===== src/rtl/rtmcw_pkg.sv =====
`timescale 1ns / 1ps
// ----------------------------------------------------------------------------
// rtmcw_pkg
// Shared types and constants for the RGB trimmed-mean color window core.
// ----------------------------------------------------------------------------
package rtmcw_pkg;

	localparam int PULSE_BITS_DEF = 16;             // default sample width
	localparam int SAMPLES_PER_CH = 10;             // samples per color channel
	localparam int SMP_W          = $clog2(SAMPLES_PER_CH);
	localparam int TRIM_SHIFT     = 3;              // trimmed sum divided by 8
	localparam int OUT_W          = 17;             // signed average field width
	localparam int CFG_W          = 16;             // window bound width
	localparam int CFG_IDX_W      = 3;
	localparam int OUT_TDATA_W    = ((3 * OUT_W + 1 + 7) / 8) * 8;

	typedef enum logic [1:0] {
		CH_RED,
		CH_GREEN,
		CH_BLUE
	} chan_t;

	typedef enum logic [CFG_IDX_W-1:0] {
		REG_RED_LOW    = 3'd0,
		REG_RED_HIGH   = 3'd1,
		REG_GREEN_LOW  = 3'd2,
		REG_GREEN_HIGH = 3'd3,
		REG_BLUE_LOW   = 3'd4,
		REG_BLUE_HIGH  = 3'd5
	} cfg_reg_t;

	typedef struct packed {
		logic [CFG_W-1:0] red_low;
		logic [CFG_W-1:0] red_high;
		logic [CFG_W-1:0] green_low;
		logic [CFG_W-1:0] green_high;
		logic [CFG_W-1:0] blue_low;
		logic [CFG_W-1:0] blue_high;
	} window_t;

	// accumulator front end status toward the flow control
	typedef struct packed {
		logic at_frame_end;   // next accepted sample closes the frame
		logic blue_busy;      // a closing blue sample is still in s1/s2
	} acc_stat_t;

endpackage


===== src/rtl/rtmcw_cfg.sv =====
`timescale 1ns / 1ps
// ----------------------------------------------------------------------------
// rtmcw_cfg
// Window bound register file, written through the configuration channel.
// ----------------------------------------------------------------------------
module rtmcw_cfg (
	input  logic                          clk,
	input  logic                          arst_n,
	input  logic                          wr_en,
	input  logic [rtmcw_pkg::CFG_IDX_W-1:0] wr_index,
	input  logic [rtmcw_pkg::CFG_W-1:0]   wr_data,
	output rtmcw_pkg::window_t            win
);
	import rtmcw_pkg::*;

	window_t win_q;

	always_ff @(posedge clk or negedge arst_n) begin
		if (!arst_n) begin
			win_q.red_low    <= '0;
			win_q.red_high   <= '1;
			win_q.green_low  <= '0;
			win_q.green_high <= '1;
			win_q.blue_low   <= '0;
			win_q.blue_high  <= '1;
		end else if (wr_en) begin
			case (wr_index)
				REG_RED_LOW:    win_q.red_low    <= wr_data;
				REG_RED_HIGH:   win_q.red_high   <= wr_data;
				REG_GREEN_LOW:  win_q.green_low  <= wr_data;
				REG_GREEN_HIGH: win_q.green_high <= wr_data;
				REG_BLUE_LOW:   win_q.blue_low   <= wr_data;
				REG_BLUE_HIGH:  win_q.blue_high  <= wr_data;
				default: ;      // unmapped index, dropped
			endcase
		end
	end

	assign win = win_q;

	a_unmapped_no_effect: assert property (@(posedge clk) disable iff (!arst_n)
		(wr_en && (wr_index > REG_BLUE_HIGH)) |=> $stable(win_q))
		else $error("write to unmapped index changed window registers");

	a_no_write_stable: assert property (@(posedge clk) disable iff (!arst_n)
		!wr_en |=> $stable(win_q))
		else $error("window registers changed without a write");

	a_write_lands: assert property (@(posedge clk) disable iff (!arst_n)
		(wr_en && wr_index == REG_BLUE_HIGH) |=> (win_q.blue_high == $past(wr_data)))
		else $error("blue upper bound write lost");

endmodule


===== src/rtl/rtmcw_accum.sv =====
`timescale 1ns / 1ps
// ----------------------------------------------------------------------------
// rtmcw_accum
// Sample input register, position counters and per-channel sum/min/max.
// ----------------------------------------------------------------------------
module rtmcw_accum #(
	parameter int PULSE_BITS = rtmcw_pkg::PULSE_BITS_DEF
) (
	input  logic                     clk,
	input  logic                     arst_n,
	input  logic                     in_accept,
	input  logic [PULSE_BITS-1:0]    sample,
	output rtmcw_pkg::acc_stat_t     stat,
	output logic                     valid_s2,
	output rtmcw_pkg::chan_t         chan_s2,
	output logic [PULSE_BITS+3:0]    sum_s2,
	output logic [PULSE_BITS-1:0]    min_s2,
	output logic [PULSE_BITS-1:0]    max_s2
);
	import rtmcw_pkg::*;

	localparam int SUM_W = PULSE_BITS + 4;
	localparam logic [SMP_W-1:0] SMP_LAST = SMP_W'(SAMPLES_PER_CH - 1);

	logic [SMP_W-1:0]      smp_q;
	chan_t                 chan_q;
	chan_t                 chan_nxt;

	logic                  valid_s1;
	logic                  last_s1;
	chan_t                 chan_s1;
	logic [PULSE_BITS-1:0] sample_s1;

	logic [SUM_W-1:0]      sum_q;
	logic [PULSE_BITS-1:0] min_q;
	logic [PULSE_BITS-1:0] max_q;
	logic [SUM_W-1:0]      sum_nxt;
	logic [PULSE_BITS-1:0] min_nxt;
	logic [PULSE_BITS-1:0] max_nxt;

	always_comb begin
		case (chan_q)
			CH_RED:   chan_nxt = CH_GREEN;
			CH_GREEN: chan_nxt = CH_BLUE;
			default:  chan_nxt = CH_RED;
		endcase
	end

	// position counters and input register
	always_ff @(posedge clk or negedge arst_n) begin
		if (!arst_n) begin
			smp_q    <= '0;
			chan_q   <= CH_RED;
			valid_s1 <= 1'b0;
		end else begin
			valid_s1 <= in_accept;
			if (in_accept) begin
				if (smp_q == SMP_LAST) begin
					smp_q  <= '0;
					chan_q <= chan_nxt;
				end else begin
					smp_q <= smp_q + 1'b1;
				end
			end
		end
	end

	always_ff @(posedge clk) begin
		if (in_accept) begin
			sample_s1 <= sample;
			last_s1   <= (smp_q == SMP_LAST);
			chan_s1   <= chan_q;
		end
	end

	// zero in the min register means empty
	always_comb begin
		sum_nxt = sum_q + SUM_W'(sample_s1);
		min_nxt = (min_q == '0 || sample_s1 < min_q) ? sample_s1 : min_q;
		max_nxt = (sample_s1 > max_q) ? sample_s1 : max_q;
	end

	always_ff @(posedge clk or negedge arst_n) begin
		if (!arst_n) begin
			sum_q    <= '0;
			min_q    <= '0;
			max_q    <= '0;
			valid_s2 <= 1'b0;
		end else begin
			valid_s2 <= valid_s1 && last_s1;
			if (valid_s1) begin
				if (last_s1) begin
					sum_q <= '0;
					min_q <= '0;
					max_q <= '0;
				end else begin
					sum_q <= sum_nxt;
					min_q <= min_nxt;
					max_q <= max_nxt;
				end
			end
		end
	end

	always_ff @(posedge clk) begin
		if (valid_s1 && last_s1) begin
			sum_s2  <= sum_nxt;
			min_s2  <= min_nxt;
			max_s2  <= max_nxt;
			chan_s2 <= chan_s1;
		end
	end

	assign stat.at_frame_end = (chan_q == CH_BLUE) && (smp_q == SMP_LAST);
	assign stat.blue_busy    = (valid_s1 && last_s1 && chan_s1 == CH_BLUE) ||
	                           (valid_s2 && chan_s2 == CH_BLUE);

	a_smp_range: assert property (@(posedge clk) disable iff (!arst_n)
		smp_q <= SMP_LAST)
		else $error("sample counter out of range");

	a_chan_wrap: assert property (@(posedge clk) disable iff (!arst_n)
		(in_accept && stat.at_frame_end) |=> (chan_q == CH_RED && smp_q == '0))
		else $error("frame did not wrap to red");

	a_accum_cleared: assert property (@(posedge clk) disable iff (!arst_n)
		valid_s2 |-> (sum_q == '0 && min_q == '0 && max_q == '0))
		else $error("channel accumulators not cleared at channel end");

endmodule


===== src/rtl/rtmcw_avg_win.sv =====
`timescale 1ns / 1ps
// ----------------------------------------------------------------------------
// rtmcw_avg_win
// Trimmed average, red/green hold registers, window compare, result register.
// ----------------------------------------------------------------------------
module rtmcw_avg_win #(
	parameter int PULSE_BITS = rtmcw_pkg::PULSE_BITS_DEF
) (
	input  logic                               clk,
	input  logic                               arst_n,
	input  logic                               valid_s2,
	input  rtmcw_pkg::chan_t                   chan_s2,
	input  logic [PULSE_BITS+3:0]              sum_s2,
	input  logic [PULSE_BITS-1:0]              min_s2,
	input  logic [PULSE_BITS-1:0]              max_s2,
	input  rtmcw_pkg::window_t                 win,
	output logic                               busy,
	output logic                               m_tvalid,
	input  logic                               m_tready,
	output logic [rtmcw_pkg::OUT_TDATA_W-1:0]  m_tdata
);
	import rtmcw_pkg::*;

	localparam int AVG_W = PULSE_BITS + 5;
	localparam int PAD_W = OUT_TDATA_W - 3 * OUT_W - 1;
	localparam logic signed [AVG_W-1:0] ROUND_ADJ = AVG_W'((1 << TRIM_SHIFT) - 1);

	logic signed [AVG_W-1:0] trim;
	logic signed [AVG_W-1:0] trim_adj;
	logic signed [AVG_W-1:0] avg_s3;
	chan_t                   chan_s3;
	logic                    valid_s3;
	logic signed [AVG_W-1:0] red_q;
	logic signed [AVG_W-1:0] green_q;

	logic                    load;
	logic                    red_ok;
	logic                    green_ok;
	logic                    blue_ok;

	logic                    m_tvalid_q;
	logic [OUT_W-1:0]        red_out_q;
	logic [OUT_W-1:0]        green_out_q;
	logic [OUT_W-1:0]        blue_out_q;
	logic                    match_q;

	// sum - min - max, then divide by 8 rounding toward zero
	always_comb begin
		trim = $signed({1'b0, sum_s2}) - $signed(AVG_W'(min_s2)) - $signed(AVG_W'(max_s2));
		trim_adj = trim[AVG_W-1] ? (trim + ROUND_ADJ) : trim;
	end

	always_ff @(posedge clk or negedge arst_n) begin
		if (!arst_n) begin
			valid_s3 <= 1'b0;
		end else begin
			valid_s3 <= valid_s2;
		end
	end

	always_ff @(posedge clk) begin
		if (valid_s2) begin
			avg_s3  <= trim_adj >>> TRIM_SHIFT;
			chan_s3 <= chan_s2;
		end
		if (valid_s3 && chan_s3 == CH_RED)
			red_q <= avg_s3;
		if (valid_s3 && chan_s3 == CH_GREEN)
			green_q <= avg_s3;
	end

	assign load = valid_s3 && (chan_s3 == CH_BLUE);

	always_comb begin
		red_ok   = (red_q >= $signed({1'b0, win.red_low})) &&
		           (red_q <= $signed({1'b0, win.red_high}));
		green_ok = (green_q >= $signed({1'b0, win.green_low})) &&
		           (green_q <= $signed({1'b0, win.green_high}));
		blue_ok  = (avg_s3 >= $signed({1'b0, win.blue_low})) &&
		           (avg_s3 <= $signed({1'b0, win.blue_high}));
	end

	always_ff @(posedge clk or negedge arst_n) begin
		if (!arst_n) begin
			m_tvalid_q <= 1'b0;
		end else begin
			m_tvalid_q <= load || (m_tvalid_q && !m_tready);
		end
	end

	always_ff @(posedge clk) begin
		if (load) begin
			red_out_q   <= OUT_W'(red_q);
			green_out_q <= OUT_W'(green_q);
			blue_out_q  <= OUT_W'(avg_s3);
			match_q     <= red_ok && green_ok && blue_ok;
		end
	end

	assign m_tvalid = m_tvalid_q;
	assign m_tdata  = {PAD_W'(0), match_q, blue_out_q, green_out_q, red_out_q};
	assign busy     = (valid_s3 && chan_s3 == CH_BLUE) || m_tvalid_q;

	a_no_overwrite: assert property (@(posedge clk) disable iff (!arst_n)
		load |-> (!m_tvalid_q || m_tready))
		else $error("result register overwritten before it was taken");

	a_single_stage_busy: assert property (@(posedge clk) disable iff (!arst_n)
		!(valid_s2 && chan_s2 == CH_BLUE && valid_s3 && chan_s3 == CH_BLUE))
		else $error("two blue channel closes in flight");

	a_load_shows: assert property (@(posedge clk) disable iff (!arst_n)
		load |=> m_tvalid)
		else $error("blue channel close produced no result");

endmodule


===== src/rtl/rgb_trimmed_mean_color_window_core.sv =====
`timescale 1ns / 1ps
// ----------------------------------------------------------------------------
// rgb_trimmed_mean_color_window_core
// Ten-sample trimmed mean per color channel with inclusive window match flag.
// ----------------------------------------------------------------------------
//
//  Channel   Dir  Handshake            Content
//  s_*       in   s_tvalid/s_tready    tdata: pulse_width [PULSE_BITS-1:0]
//  m_*       out  m_tvalid/m_tready    tdata: red_average, green_average,
//                                        blue_average, color_match
//  cfg_*     in   cfg_valid/cfg_ready  cfg_index selects a window bound,
//                                        cfg_data is the 16-bit bound
//
//  One sample per cycle sustained, bar the stall below. A frame is 30
//  samples: 10 red, 10 green, 10 blue; one result request follows the last
//  blue sample through input reg, channel totals, average and result reg.
//  s_tready drops only on the last sample of a frame while the previous
//  frame's result is still unaccepted or in flight; a waiting result does
//  not block the first 29 samples of the next frame.
//  arst_n clears counters, accumulators, valid flags and sets the windows
//  wide open (low 0, high 65535). cfg_ready is always high; unmapped
//  indices are dropped.
//
module rgb_trimmed_mean_color_window_core #(
	parameter int PULSE_BITS = rtmcw_pkg::PULSE_BITS_DEF
) (
	input  logic                                   clk,
	input  logic                                   arst_n,

	input  logic                                   s_tvalid,
	output logic                                   s_tready,
	// [PULSE_BITS-1:0] pulse_width, rest padding
	input  logic [((PULSE_BITS + 7) / 8) * 8 - 1:0] s_tdata,

	output logic                                   m_tvalid,
	input  logic                                   m_tready,
	// [16:0] red_average, [33:17] green_average, [50:34] blue_average,
	// [51] color_match, [55:52] zero
	output logic [rtmcw_pkg::OUT_TDATA_W-1:0]      m_tdata,

	input  logic                                   cfg_valid,
	output logic                                   cfg_ready,
	input  logic [rtmcw_pkg::CFG_IDX_W-1:0]        cfg_index,
	input  logic [rtmcw_pkg::CFG_W-1:0]            cfg_data
);
	import rtmcw_pkg::*;

	acc_stat_t             acc_stat;
	window_t               win;
	logic                  in_accept;
	logic                  win_busy;

	logic                  valid_s2;
	chan_t                 chan_s2;
	logic [PULSE_BITS+3:0] sum_s2;
	logic [PULSE_BITS-1:0] min_s2;
	logic [PULSE_BITS-1:0] max_s2;

	// hold only the frame-closing sample while a result still occupies the back end
	assign s_tready  = !(acc_stat.at_frame_end && (acc_stat.blue_busy || win_busy));
	assign in_accept = s_tvalid && s_tready;
	assign cfg_ready = 1'b1;

	rtmcw_cfg u_cfg (
		.clk      (clk),
		.arst_n   (arst_n),
		.wr_en    (cfg_valid && cfg_ready),
		.wr_index (cfg_index),
		.wr_data  (cfg_data),
		.win      (win)
	);

	rtmcw_accum #(
		.PULSE_BITS (PULSE_BITS)
	) u_accum (
		.clk       (clk),
		.arst_n    (arst_n),
		.in_accept (in_accept),
		.sample    (s_tdata[PULSE_BITS-1:0]),
		.stat      (acc_stat),
		.valid_s2  (valid_s2),
		.chan_s2   (chan_s2),
		.sum_s2    (sum_s2),
		.min_s2    (min_s2),
		.max_s2    (max_s2)
	);

	rtmcw_avg_win #(
		.PULSE_BITS (PULSE_BITS)
	) u_avg_win (
		.clk      (clk),
		.arst_n   (arst_n),
		.valid_s2 (valid_s2),
		.chan_s2  (chan_s2),
		.sum_s2   (sum_s2),
		.min_s2   (min_s2),
		.max_s2   (max_s2),
		.win      (win),
		.busy     (win_busy),
		.m_tvalid (m_tvalid),
		.m_tready (m_tready),
		.m_tdata  (m_tdata)
	);

	a_stall_only_at_end: assert property (@(posedge clk) disable iff (!arst_n)
		!s_tready |-> acc_stat.at_frame_end)
		else $error("input stalled away from frame end");

	a_result_after_close: assert property (@(posedge clk) disable iff (!arst_n)
		(in_accept && acc_stat.at_frame_end) |-> ##4 m_tvalid)
		else $error("no result four cycles after frame close");

	a_cfg_always_ready: assert property (@(posedge clk) disable iff (!arst_n)
		cfg_ready)
		else $error("configuration channel not ready");

endmodule


===== config.mk =====
export PLATFORM = sky130hd
export DESIGN_NAME = rgb_trimmed_mean_color_window_core
export DESIGN_NICKNAME = d
export VERILOG_FILES = /design/src/rtl/rtmcw_pkg.sv /design/src/rtl/rtmcw_cfg.sv /design/src/rtl/rtmcw_accum.sv /design/src/rtl/rtmcw_avg_win.sv /design/src/rtl/rgb_trimmed_mean_color_window_core.sv
export SDC_FILE = /design/constraint.sdc
export NUM_CORES = 1
export LEC_CHECK = 0
export BUFFER_PORTS_ARGS = -buffer_cell sky130_fd_sc_hd__buf_2
export CAP_MARGIN = 20
export CORE_AREA = 2 2 246 248
export CTS_CLUSTER_DIAMETER = 50
export DETAILED_ROUTE_END_ITERATION = 8
export DIE_AREA = 0 0 248 250
export PLACE_DENSITY = 0.43
export SLEW_MARGIN = 10
export SYNTH_ARGS = -nofsm -noshare
export SYNTH_HDL_FRONTEND = slang
export SYNTH_SLANG_ARGS = --single-unit

===== constraint.sdc =====
create_clock -name clk -period 5.4 [get_ports clk]
set_input_delay 0.27 -clock clk [delete_from_list [all_inputs] [get_ports clk]]
set_output_delay 0.27 -clock clk [all_outputs]
set_load 0.03 [all_outputs]

== After elaboration in Yosys (flattened, before gate mapping) ==
Index checks and enable logic that the tools add are counted.
Widths: inputs -> output; s select.

* Add/subtract/negate cells: 5
* Multiply operators: 0
* Div/mod/pow operators: 0
* Magnitude comparators: 8
* Equality and inequality tests: 12
* Shift operators: 0
* Multiplexer cells: 8
* Bitwise operators: 0
* Reduce and logical (&&, ||, !) cells: 33

{| class="wikitable"
|+ Operators by type and width
! kind !! count
|-
| $mux 16 || 4
|-
| $ge 18x17->1 || 3
|-
| $le 18x17->1 || 3
|-
| $add 21x4->21 const B || 1
|-
| $mux 21 || 1
|-
| $sub 20x16->21 || 1
|-
| $sub 21x17->21 || 1
|-
| $add 20x16->20 || 1
|-
| $mux 20 || 1
|-
| $gt 16x16->1 || 1
|-
| $logic_not 16->1 || 1
|-
| $lt 16x16->1 || 1
|-
| $logic_and 1x1->1 || 15
|-
| $reduce_and 2->1 || 7
|-
| $eq 2x2->1 const B || 4
|-
| $eq 3x2->1 const B || 2
|-
| $eq 3x3->1 const B || 2
|-
| $logic_or 1x1->1 || 5
|-
| $add 4x1->4 const B || 1
|-
| $eq 2x1->1 const B || 2
|-
| $eq 4x4->1 const B || 1
|-
| $logic_not 2->1 || 2
|-
| $mux 4 || 1
|-
| $pmux 2 s2 || 1
|-
| 3 further kinds || 4
|}

* Bits in registers: 339
* Latch bits: 0
* RAM bits: 0
* ROM bits: 0
* Input bits: 40
* Output and inout port bits: 59
* Word-level logic and storage cells: 96
* Memories kept: 0

== Logic depth before layout (Yosys ltp) ==
Gate-level depths: netlist of the first run.

* Depth in word-level cells: 8
* Gate-level depth with buffers: 14
* Mapped depth without buffers: 13

== Cells and area by module ==
Synthesis of the first run repeated with hierarchy kept, for this count alone.

* Cell total of the unflattened synthesis: 1510
* Area total of the unflattened synthesis: 18275.0 µm²

{| class="wikitable"
|+ Modules (own cells, without submodules)
! module !! instances !! cells each !! area each (µm²) !! sequential area each (µm²)
|-
| rtmcw_avg_win || 1 || 705 || 7661.1 || 3293.2
|-
| rtmcw_accum || 1 || 593 || 6849.1 || 3693.5
|-
| rtmcw_cfg || 1 || 208 || 3738.6 || 2462.4
|-
| rgb_trimmed_mean_color_window_core || 1 || 4 || 26.3 || 0.0
|}

== Worst setup path before layout of the first run ==
Ideal clock, no wire load.

* Kind: reg-to-reg
* From: register u_avg_win.chan_s3[0]
* To: register u_accum.smp_q[3]
* Setup time: 123 ps
* Arrival: 4491 ps
* Data required time: 5277 ps
* Setup slack: 786 ps
* Stages on the path, launching flop included: 10
* Buffers on the path: 1
* Period minus slack after synthesis: 4614 ps
* Path through: edfxtp_1 -> nor2_1 -> or4_1 -> nand4b_1 -> and2_1 -> clkbuf_1 -> nand2_1 -> nor3b_1 -> o21ai_0 -> nand2_1

* Word-level cells in the longest chain between the ends: 7

{| class="wikitable"
|+ Ends and longest elaborated chain
! what !! RTL line !! text
|-
| from (decl) || rtmcw_avg_win.sv:31 || <nowiki>chan_t chan_s3;</nowiki>
|-
| from (signal assigned) || rtmcw_avg_win.sv:64 || <nowiki>chan_s3 <= chan_s2;</nowiki>
|-
| $eq 2x2->1 || -- ||
|-
| $logic_and 1x1->1 || -- ||
|-
| via u_avg_win.load || rtmcw_avg_win.sv:36 || <nowiki>logic load;</nowiki>
|-
| $logic_or 1x1->1 || rtmcw_avg_win.sv:102 || <nowiki>assign busy = (valid_s3 && chan_s3 == CH_BLUE) || m_tvalid_q;</nowiki>
|-
| $logic_or 1x1->1 || rgb_trimmed_mean_color_window_core.sv:60 || <nowiki>assign s_tready = !(acc_stat.at_frame_end && (acc_stat.blue_busy || win_busy));</nowiki>
|-
| $logic_and 1x1->1 || rgb_trimmed_mean_color_window_core.sv:60 ||
|-
| $logic_not 1->1 || rgb_trimmed_mean_color_window_core.sv:60 ||
|-
| via s_tready || rgb_trimmed_mean_color_window_core.sv:31 || <nowiki>output logic s_tready,</nowiki>
|-
| $logic_and 1x1->1 || rgb_trimmed_mean_color_window_core.sv:61 || <nowiki>assign in_accept = s_tvalid && s_tready;</nowiki>
|-
| via in_accept || rgb_trimmed_mean_color_window_core.sv:50 || <nowiki>logic in_accept;</nowiki>
|-
| to (signal assigned) || rtmcw_accum.sv:62 || <nowiki>smp_q <= smp_q + 1'b1;</nowiki>
|-
| to (decl) || rtmcw_accum.sv:25 || <nowiki>logic [SMP_W-1:0] smp_q;</nowiki>
|}

The timed path passes the listed nets, and every way through them passes these cells.
A chain may end at the register's enable or synchronous reset.

== Worst setup path in the final report of the first run ==
* From: register u_accum.sum_s2[5]
* To: register, netlist name u_avg_win.avg_s3[17]

* Word-level cells in the longest chain between the ends: 4

{| class="wikitable"
|+ Ends and longest elaborated chain
! what !! RTL line !! text
|-
| from (decl) || rtmcw_accum.sv:16 || <nowiki>output logic [PULSE_BITS+3:0] sum_s2,</nowiki>
|-
| from (signal assigned) || rtmcw_accum.sv:107 || <nowiki>sum_s2 <= sum_nxt;</nowiki>
|-
| $sub 20x16->21 * || rtmcw_avg_win.sv:49 || <nowiki>trim = $signed({1'b0, sum_s2}) - $signed(AVG_W'(min_s2)) - $signed(AVG_W'(max_s2));</nowiki>
|-
| $sub 21x17->21 * || rtmcw_avg_win.sv:49 ||
|-
| $add 21x4->21 || rtmcw_avg_win.sv:50 || <nowiki>trim_adj = trim[AVG_W-1] ? (trim + ROUND_ADJ) : trim;</nowiki>
|-
| $mux 21 * || rtmcw_avg_win.sv:50 ||
|}

Every way passes the cells marked *; elsewhere a longest branch is shown, timed or not.

==> results of run 1 <==
[worst max-delay path by stage]
stage,from,to,slack (ps),cells past startpoint
final,u_accum.sum_s2[5],u_avg_win.avg_s3[17],1840,10
after global placement,u_accum.sum_s2[13],u_avg_win.avg_s3[15],1820,11
after floorplan,u_avg_win.chan_s3[0],u_accum.smp_q[3],790,9
after global routing,u_accum.sample_s1[0],u_accum.sum_q[18],1640,11
after CTS,u_accum.sample_s1[0],u_accum.sum_q[18],1770,11
after detailed placement,u_accum.sample_s1[0],u_accum.sum_q[18],1790,11
[metrics by stage]
stage                     std cells  instance area, sq um  setup slack (ps)  utilization [%]  hold slack, ps
after floorplan                1467                 17600               786                -           -25.6
after global placement         2310                 18900              1820             31.8             336
after detailed placement       2312                 19000              1790             31.9             337
after global routing           2442                 21100              1640             35.4            59.4
after CTS                      2441                 21100              1770             35.4            28.0
final                          2442                 21100              1840             35.4            73.0
[state kept, by name, indices dropped and copies added (netlist names), 17 cells and up]
register               cells
u_avg_win.red_out_q       17
u_accum.sum_q             20
u_avg_win.green_q         18
u_avg_win.green_out_q     17
u_avg_win.red_q           18
u_avg_win.avg_s3          18
u_avg_win.blue_out_q      17
u_accum.sum_s2            20
u_cfg.win                 96
[logic make-up after synthesis]
family	count (synthesis)	synth area share, %
compound gates	318	12.6
xor+xnor	47	2.34
fa+ha+maj	179	13.5
buf+inv	219	5.02
flops	339	53.7
mux	67	4.29
other cells	2	0.0427
simple gates	293	8.48
[Yosys cell counts (all sizes together), types with 9 or more instances]
cell | number | area [sq um]
edfxtp | 181 | 5440
inv | 176 | 661
ha | 162 | 2030
dfrtp | 110 | 2750
nand2 | 108 | 405
o21ai | 104 | 524
mux2 | 64 | 724
nor2 | 53 | 211
a22o | 49 | 429
dfstp | 48 | 1260
a21oi | 42 | 225
a21o | 41 | 308
clkbuf | 25 | 93.8
xnor2 | 24 | 210
xor2 | 23 | 201
nand4 | 22 | 144
nor2b | 21 | 131
buf | 17 | 124
fa | 17 | 340
nand3 | 15 | 75.1
o21a | 15 | 113
nor3 | 11 | 55.1
nor4 | 11 | 83.8
a211oi | 10 | 85.1
a2111oi | 9 | 98.9
nand2b | 9 | 56.3
o211ai | 9 | 77.6
[report_power, final]
part | internal (mW) | total [mW] | switching [mW]
registers | 3.47 | 3.88 | 0.403
clock network | 2.05 | 3.39 | 1.34
logic | 1.60 | 3.61 | 2.02
total | 7.12 | 10.9 | 3.76
[worst min-delay path, stage by stage]
cell	delay (ps)
buf_2	80
and2_1	160
a31oi_1	90
[area by class of cell]
cell class	count	area, sq um
Sequential cell	339	9450
Fill cell	5852	38500
Multi-Input combinational cell	909	7300
Tap cell	782	978
Inverter	177	664
Clock buffer	57	1320
Clock inverter	39	443
Timing Repair Buffer	139	935
[metal layers]
layer | GRT usage [%] | share of wire [%] | up-vias
met1 | 17.8 | 45 | 5421
met2 | 23.3 | 48 | 182
met3 | 2.30 | 3.8 | 61
met5 | 0 | 0 | -
met4 | 4.35 | 2.5 | 0
li1 | - | - | 5587
==> metrics.cfg, run 1 <==
[cells_and_area]
layout-drive-gt1-share_pct = 20.5
antenna_cells = 0
most-common-layout-cells = edfxtp_1, inv_1, ha_1
final_common_cell = edfxtp_1
synthToLayoutAreaGrowth_pct = 19.9
nets = 1836

[worst_setup_path]
critPathTopFamily = compound AO/OA/AOI/OAI gates
cp_num_buf_inv = 0
crit_path_end_kind = register
critPathRequiredTime_ps = 5750
slowest_stage = ha_1
r2r_slack_ps = 1840
critPathMaxFanout = 10
path_cells = fa_1 > ha_1 > nand4_1 > a21oi_2 > o211ai_1 > and2_1 > o311ai_2 > xor2_1 > o211ai_1 > o31a_1
startpoint_type = register
timing.rr.end = u_avg_win.avg_s3[17]
crit_type = register to register
cpPeakStageDelay_ps = 540
rr_startpoint = u_accum.sum_s2[5]
crit_path_frequent_cell = o211ai_1
crit_arrival_ps = 3910
worstRegToRegCells = 10

[synth]
syn-mean-instance-area_sq_um = 12.0
yosysWarnings = 0
ys_ff_latch = 339
syn-cell-area_sq_mm = 0.0176
synth.distinct_cells = 79
synth_edf_count = 181
synth_cells = 1464
ys_seq_area_share_pct = 53.7
synth_flop_cell = edfxtp_1
postSynth.asyncResetShare_pct = 46.6

[hold_path]
hp-class = primary input to register
min_from = s_tvalid
worstHoldEndpoint = u_accum.chan_q[1]
min_path_cells = 3

[die]
initial_core_util_pct = 29.5
chipHeight_um = 250
rows = 90
coreArea_sq_mm = 0.0596
die_w_um = 248
die_area_sq_mm = 0.0620
ios = 99

[sta]
fmax_ghz = 0.281
final.setup.tns_ps = 0
fin_skew_ps = 27.4
hold_violations = 0
drv_slew = 0
slew_headroom_pct = 30.9
setup_violations = 0
final.period_utilization_pct = 65.9
rsz0062_at_grt = no
tightest_slew_ps = 1040
period_minus_slack_ps = 3560

[grt]
grt_pass1_wl_um = 65900
grt_pass1_vias = 11600
grt_max_degree = 92
gr-total-overflow = 0
grtUsageTotal_pct = 13.8
antenna_found_initial = 0

[detailed_routing]
drtIter0Drc = 410
avgViaCountPerCell = 4.61
wl_per_cell_um = 17.2
drc = 0
dr.pass1.iters = 4
antenna_left = 0
wirelength_um = 42000
vias = 11300

[power]
power.leakage_nw = 8.90
powerDensity_mw_per_mm2 = 516
peakVddDrop_uv = 235
finalPower_mw = 10.9

[clock_network]
htree_levels = 2
cts_setup_buffers = 0
cts.sinks = 339
cts_hold_buf = 33
clkTransAtPathRegs_ps = 60
cts_buffers = 51
clk_latency_ps = 600
cts_tree = yes
cts_resized = 0
clk_path_buf_depth = 3
cts_root_buf = clkbuf_16

[placed_design]
io_buffers = 93
gp_congestion = 0.776
post-dp-hpwl_um = 30500

[job]
drv_cap = 0

[status]
status = finished clean

No activity file was read; power rests on OpenSTA's default activity.
==> run 2, diff against run 1 <==
- clock period: 5.4 -> 3.6 ns (I/O delays scaled with it)
==> run 2 against run 1 <==
Core utilization rose by 0.46 points. Worst hold slack improved by 6.0 ps. Critical endpoint is now u_accum.sum_q[18]. Power grew 53%. Combinational power is 59% higher. Via count rose by 1.0%. Count of clock-buffer cells in the layout increased by 5. Highest routed layer unchanged. Critical path type unchanged.
==> metrics.cfg, run 2 (synthesis results as in run 1) <==
[cells_and_area]
layout-drive-gt1-share_pct = 21.5
largest_reg_flops = 96
nets = 1864
antenna_cells = 0
synthToLayoutAreaGrowth_pct = 21.5
most-common-layout-cells = edfxtp_1, inv_1, ha_1
final_area_sq_mm = 0.0214
final_common_cell = edfxtp_1

[sta]
hold_violations = 0
final.period_utilization_pct = 94.5
setup_violations = 0
final.setup.tns_ps = 0
period_minus_slack_ps = 3400
tightest_slew_ps = 992
fmax_ghz = 0.294
fin_skew_ps = 22.6
slew_headroom_pct = 32.2
rsz0062_at_grt = no
drv_slew = 0

[detailed_routing]
top_layer = met4
wl_per_cell_um = 17.2
wl_met3_um = 1290
wl_met1_um = 19500
wirelength_um = 42600
drtIter0Drc = 407
wl_met2_um = 20800
antenna_left = 0
drc = 0
vias = 11400
avgViaCountPerCell = 4.60
dr.pass1.iters = 4

[clock_network]
cts_root_buf = clkbuf_16
clkTransAtPathRegs_ps = 60
cts_setup_buffers = 0
clk_path_buf_depth = 3
htree_levels = 2
cts_tree = yes
cts.sinks = 339
cts_buffers = 50
clk_latency_ps = 590

[worst_setup_path]
startpoint_type = register
slowest_stage = a2111oi_1
crit_path_end_kind = register
cpPeakStageDelay_ps = 610
critPathMaxFanout = 3
critPathTopFamily = compound AO/OA/AOI/OAI gates
rr_startpoint = u_accum.sample_s1[0]
cp_num_buf_inv = 0
cp-startpoint = u_accum.sample_s1[0]
path_cells = ha_1 > fa_1 > a21oi_1 > o21bai_2 > a2111oi_1 > o31ai_1 > a21oi_1 > o21a_1 > o21ai_1 > nor4b_1 > a311o_1
crit_arrival_ps = 3870
crit_path_frequent_cell = a21oi_1
crit_type = register to register
critPathRequiredTime_ps = 4070

[job]
drv_cap = 0

[grt]
grt_pass1_vias = 12000
grt_max_degree = 78
grt_pass1_wl_um = 68000
antenna_found_initial = 0
gr-total-overflow = 0
grtUsageTotal_pct = 14.1

[die]
ios = 99
die_area_sq_mm = 0.0620
coreArea_sq_mm = 0.0596
initial_core_util_pct = 29.5
die_w_um = 248
chipHeight_um = 250
rows = 90

[hold_path]
hp-class = primary input to async pin

[power]
powerDensity_mw_per_mm2 = 781
peakVddDrop_uv = 364
power.leakage_nw = 9.04

[placed_design]
post-dp-hpwl_um = 31300
gp_congestion = 0.776
io_buffers = 93
place_area_sq_mm = 0.0191

[status]
status = finished clean

run 2: layout make-up:
type / instances / area [sq um]
Tap cell: 782 / 978
Multi-Input combinational cell: 909 / 7340
Clock inverter: 32 / 412
Clock buffer: 62 / 1370
Inverter: 177 / 664
Timing Repair Buffer: 168 / 1150
Fill cell: 5885 / 38200
Sequential cell: 339 / 9450
run 2: through the flow:
step / power (mW) / util [%] / cells / hold WS [ps] / setup slack (ps)
2_1_floorplan: 9.92 / - / 1467 / -116 / 185
3_3_place_gp: 11.5 / 32.1 / 2335 / 133 / 168
3_5_place_dp: 11.6 / 32.1 / 2336 / 129 / 110
4_1_cts: 16.9 / 35.8 / 2469 / 36.5 / 114
5_1_grt: 17.9 / 35.9 / 2469 / 82.3 / 16.3
6_report: 16.7 / 35.9 / 2469 / 79.1 / 199
run 2: repair_timing:
action,in CTS,in global routing
resized for setup,0,7
hold buffers,39,0
endpoints found under the hold margin,197,0
setup endpoints to repair,0,6
run 2: final timing paths:
kind                       slack, ps  cells past startpoint            endpoint
max                              200                     11   u_accum.sum_q[18]
min reg2reg                      440                      0  u_accum.chan_s2[0]
min                               80                      2       u_cfg.win[81]
max reg2reg                      200                     11   u_accum.sum_q[18]
min in group clk                  80                      3       u_cfg.win[68]
max in group asynchronous       2500                      3    u_accum.sum_q[6]
run 2: layer usage:
layer	vias up	GRT usage (%)
li1	5642	-
met4	0	3.90
met5	-	0
met1	5514	18.3
met2	145	24.1
met3	64	2.38
run 2: where the power goes:
group          switching, mW  internal, mW  total (mW)  leakage, nW
sequential             0.578          5.21        5.79         3.56
clock                   1.91          3.24        5.14        0.871
combinational           3.13          2.61        5.74         4.61
==> run 3, diff against run 2 <==
- CELL_PAD_IN_SITES_DETAIL_PLACEMENT: default -> 1
- CELL_PAD_IN_SITES_GLOBAL_PLACEMENT: default -> 1
- PLACE_DENSITY: 0.43 -> 0.5
==> run 3 against run 2 <==
Core utilization increased by 0.17 points. Cell area increased by 0.49%. Worst hold slack improved by 77 ps. Flip-flop and latch count unchanged. Largest cell class unchanged.
==> metrics.cfg, run 3 (synthesis results as in run 1) <==
[power]
p_sw_share_pct = 33.6
switchingPower_mw = 5.75
p_comb_share_pct = 34.2
powerDensity_mw_per_mm2 = 796
p_int_mw = 11.3
power.share.clock_pct = 31.9
power.leakage_nw = 9.09
p_seq_share_pct = 33.9
peakVddDrop_uv = 394

[sta]
period_minus_slack_ps = 3390
fin_skew_ps = 30.6
tightest_slew_ps = 855
final.period_utilization_pct = 94.2
slew_headroom_pct = 42.9
fmax_ghz = 0.295
drv_slew = 0
rsz0062_at_grt = yes
final.setup.tns_ps = 0
hold_violations = 0
setup_violations = 0

[cells_and_area]
instances_no_fill = 2474
antenna_cells = 0
most-common-layout-cells = edfxtp_1, inv_1, ha_1
nets = 1868
layout-drive-gt1-share_pct = 21.7
final_core_util_pct = 36.0
largest_reg_flops = 96
synthToLayoutAreaGrowth_pct = 22.1
final_common_cell = edfxtp_1

[detailed_routing]
wl_met1_um = 20200
avgViaCountPerCell = 4.68
dr.pass1.iters = 4
wl_met2_um = 22100
antenna_left = 0
wl_met3_um = 1200
wirelength_um = 44800
drtIter0Drc = 416
wl_per_cell_um = 18.1
drc = 0
top_layer = met4
vias = 11600

[worst_setup_path]
startpoint_type = register
worstRegToRegCells = 11
r2r_slack_ps = 210
crit_arrival_ps = 3740
critPathMaxFanout = 6
crit_type = register to register
timing.rr.end = u_avg_win.avg_s3[15]
crit_path_end_kind = register
rr_startpoint = u_accum.sum_s2[0]
critPathRequiredTime_ps = 3950

[placed_design]
io_buffers = 93
gp_congestion = 0.778
post-dp-hpwl_um = 33200
dpl.cell_count = 2341

[die]
chipHeight_um = 250
ios = 99
initial_core_util_pct = 29.5
die_area_sq_mm = 0.0620
die_w_um = 248
rows = 90
coreArea_sq_mm = 0.0596

[clock_network]
clk_path_buf_depth = 3
clkTransAtPathRegs_ps = 50
cts_tree = yes
clk_latency_ps = 600
cts_root_buf = clkbuf_16
cts.sinks = 339
cts_buffers = 52
htree_levels = 2

[grt]
grt_pass1_wl_um = 71600
gr-total-overflow = 0
grt_pass1_vias = 12800
antenna_found_initial = 0
grt_max_degree = 69
grtUsageTotal_pct = 14.9

[status]
status = finished clean

[job]
drv_cap = 0

[hold_path]
hp-class = primary input to async pin

## run 3: power by group through the flow
stage	combinational [mW]	clock [mW]	sequential (mW)
after CTS	5.91	5.61	5.81
after global routing	6.63	5.77	5.91
final	5.85	5.45	5.79
after floorplan	4.26	0	5.66
after global placement	5.74	0	5.84
after detailed placement	5.84	0	5.87
## run 3: how the worst max path moves through the flow
stage,start,to,slack [ps],depth (start not counted)
after floorplan,u_accum.last_s1,u_accum.smp_q[3],180,10
after global placement,u_accum.sum_s2[5],u_avg_win.avg_s3[17],150,10
after detailed placement,u_accum.sum_s2[5],u_avg_win.avg_s3[17],60,11
after CTS,u_accum.sum_s2[5],u_avg_win.avg_s3[17],70,11
after global routing,u_accum.sum_s2[2],u_avg_win.avg_s3[15],-2,11
final,u_accum.sum_s2[0],u_avg_win.avg_s3[15],210,11
## run 3: timing repair
item | in CTS | in global routing
hold buffers | 35 | 0
gates resized for setup | 0 | 6
setup buffers | 0 | 1
hold endpoints to repair | 150 | 0
setup endpoints to repair | 0 | 6
## run 3: cell type report
type	count	area, sq um
Fill cell	6435	38100
Multi-Input combinational cell	909	7330
Sequential cell	339	9450
Clock buffer	60	1350
Timing Repair Buffer	170	1160
Tap cell	782	978
Clock inverter	37	534
Inverter	177	664
## run 3: worst max-delay path, stage by stage, from the launching register on
cell and delay [ps]:
edfxtp_1 400, fa_1 480, fa_1 460, a211oi_4 340
nor2_2 120, nand2_1 150, o2111ai_4 160, nor4_4 320
and3_4 260, and2_4 180, nor2b_1 230, nor2_1 70
## run 3: through the flow
| step | power [mW] | cell area (sq um) | setup WS, ps | hold WS, ps |
|---|---|---|---|---|
| final | 17.1 | 21500 | 209 | 156 |
| after global routing | 18.3 | 21500 | -2.31 | 204 |
| after CTS | 17.3 | 21400 | 74.9 | 134 |
| after detailed placement | 11.7 | 19200 | 57.9 | 275 |
| after global placement | 11.6 | 19200 | 149 | 272 |
| after floorplan | 9.92 | 17600 | 185 | -116 |
## run 3: per-layer routing
layer  track usage (%)  up-vias
met5                 0        -
met2              26.0      136
met4              5.06        0
li1                  -     5630
met3              2.20       72
met1              18.7     5739
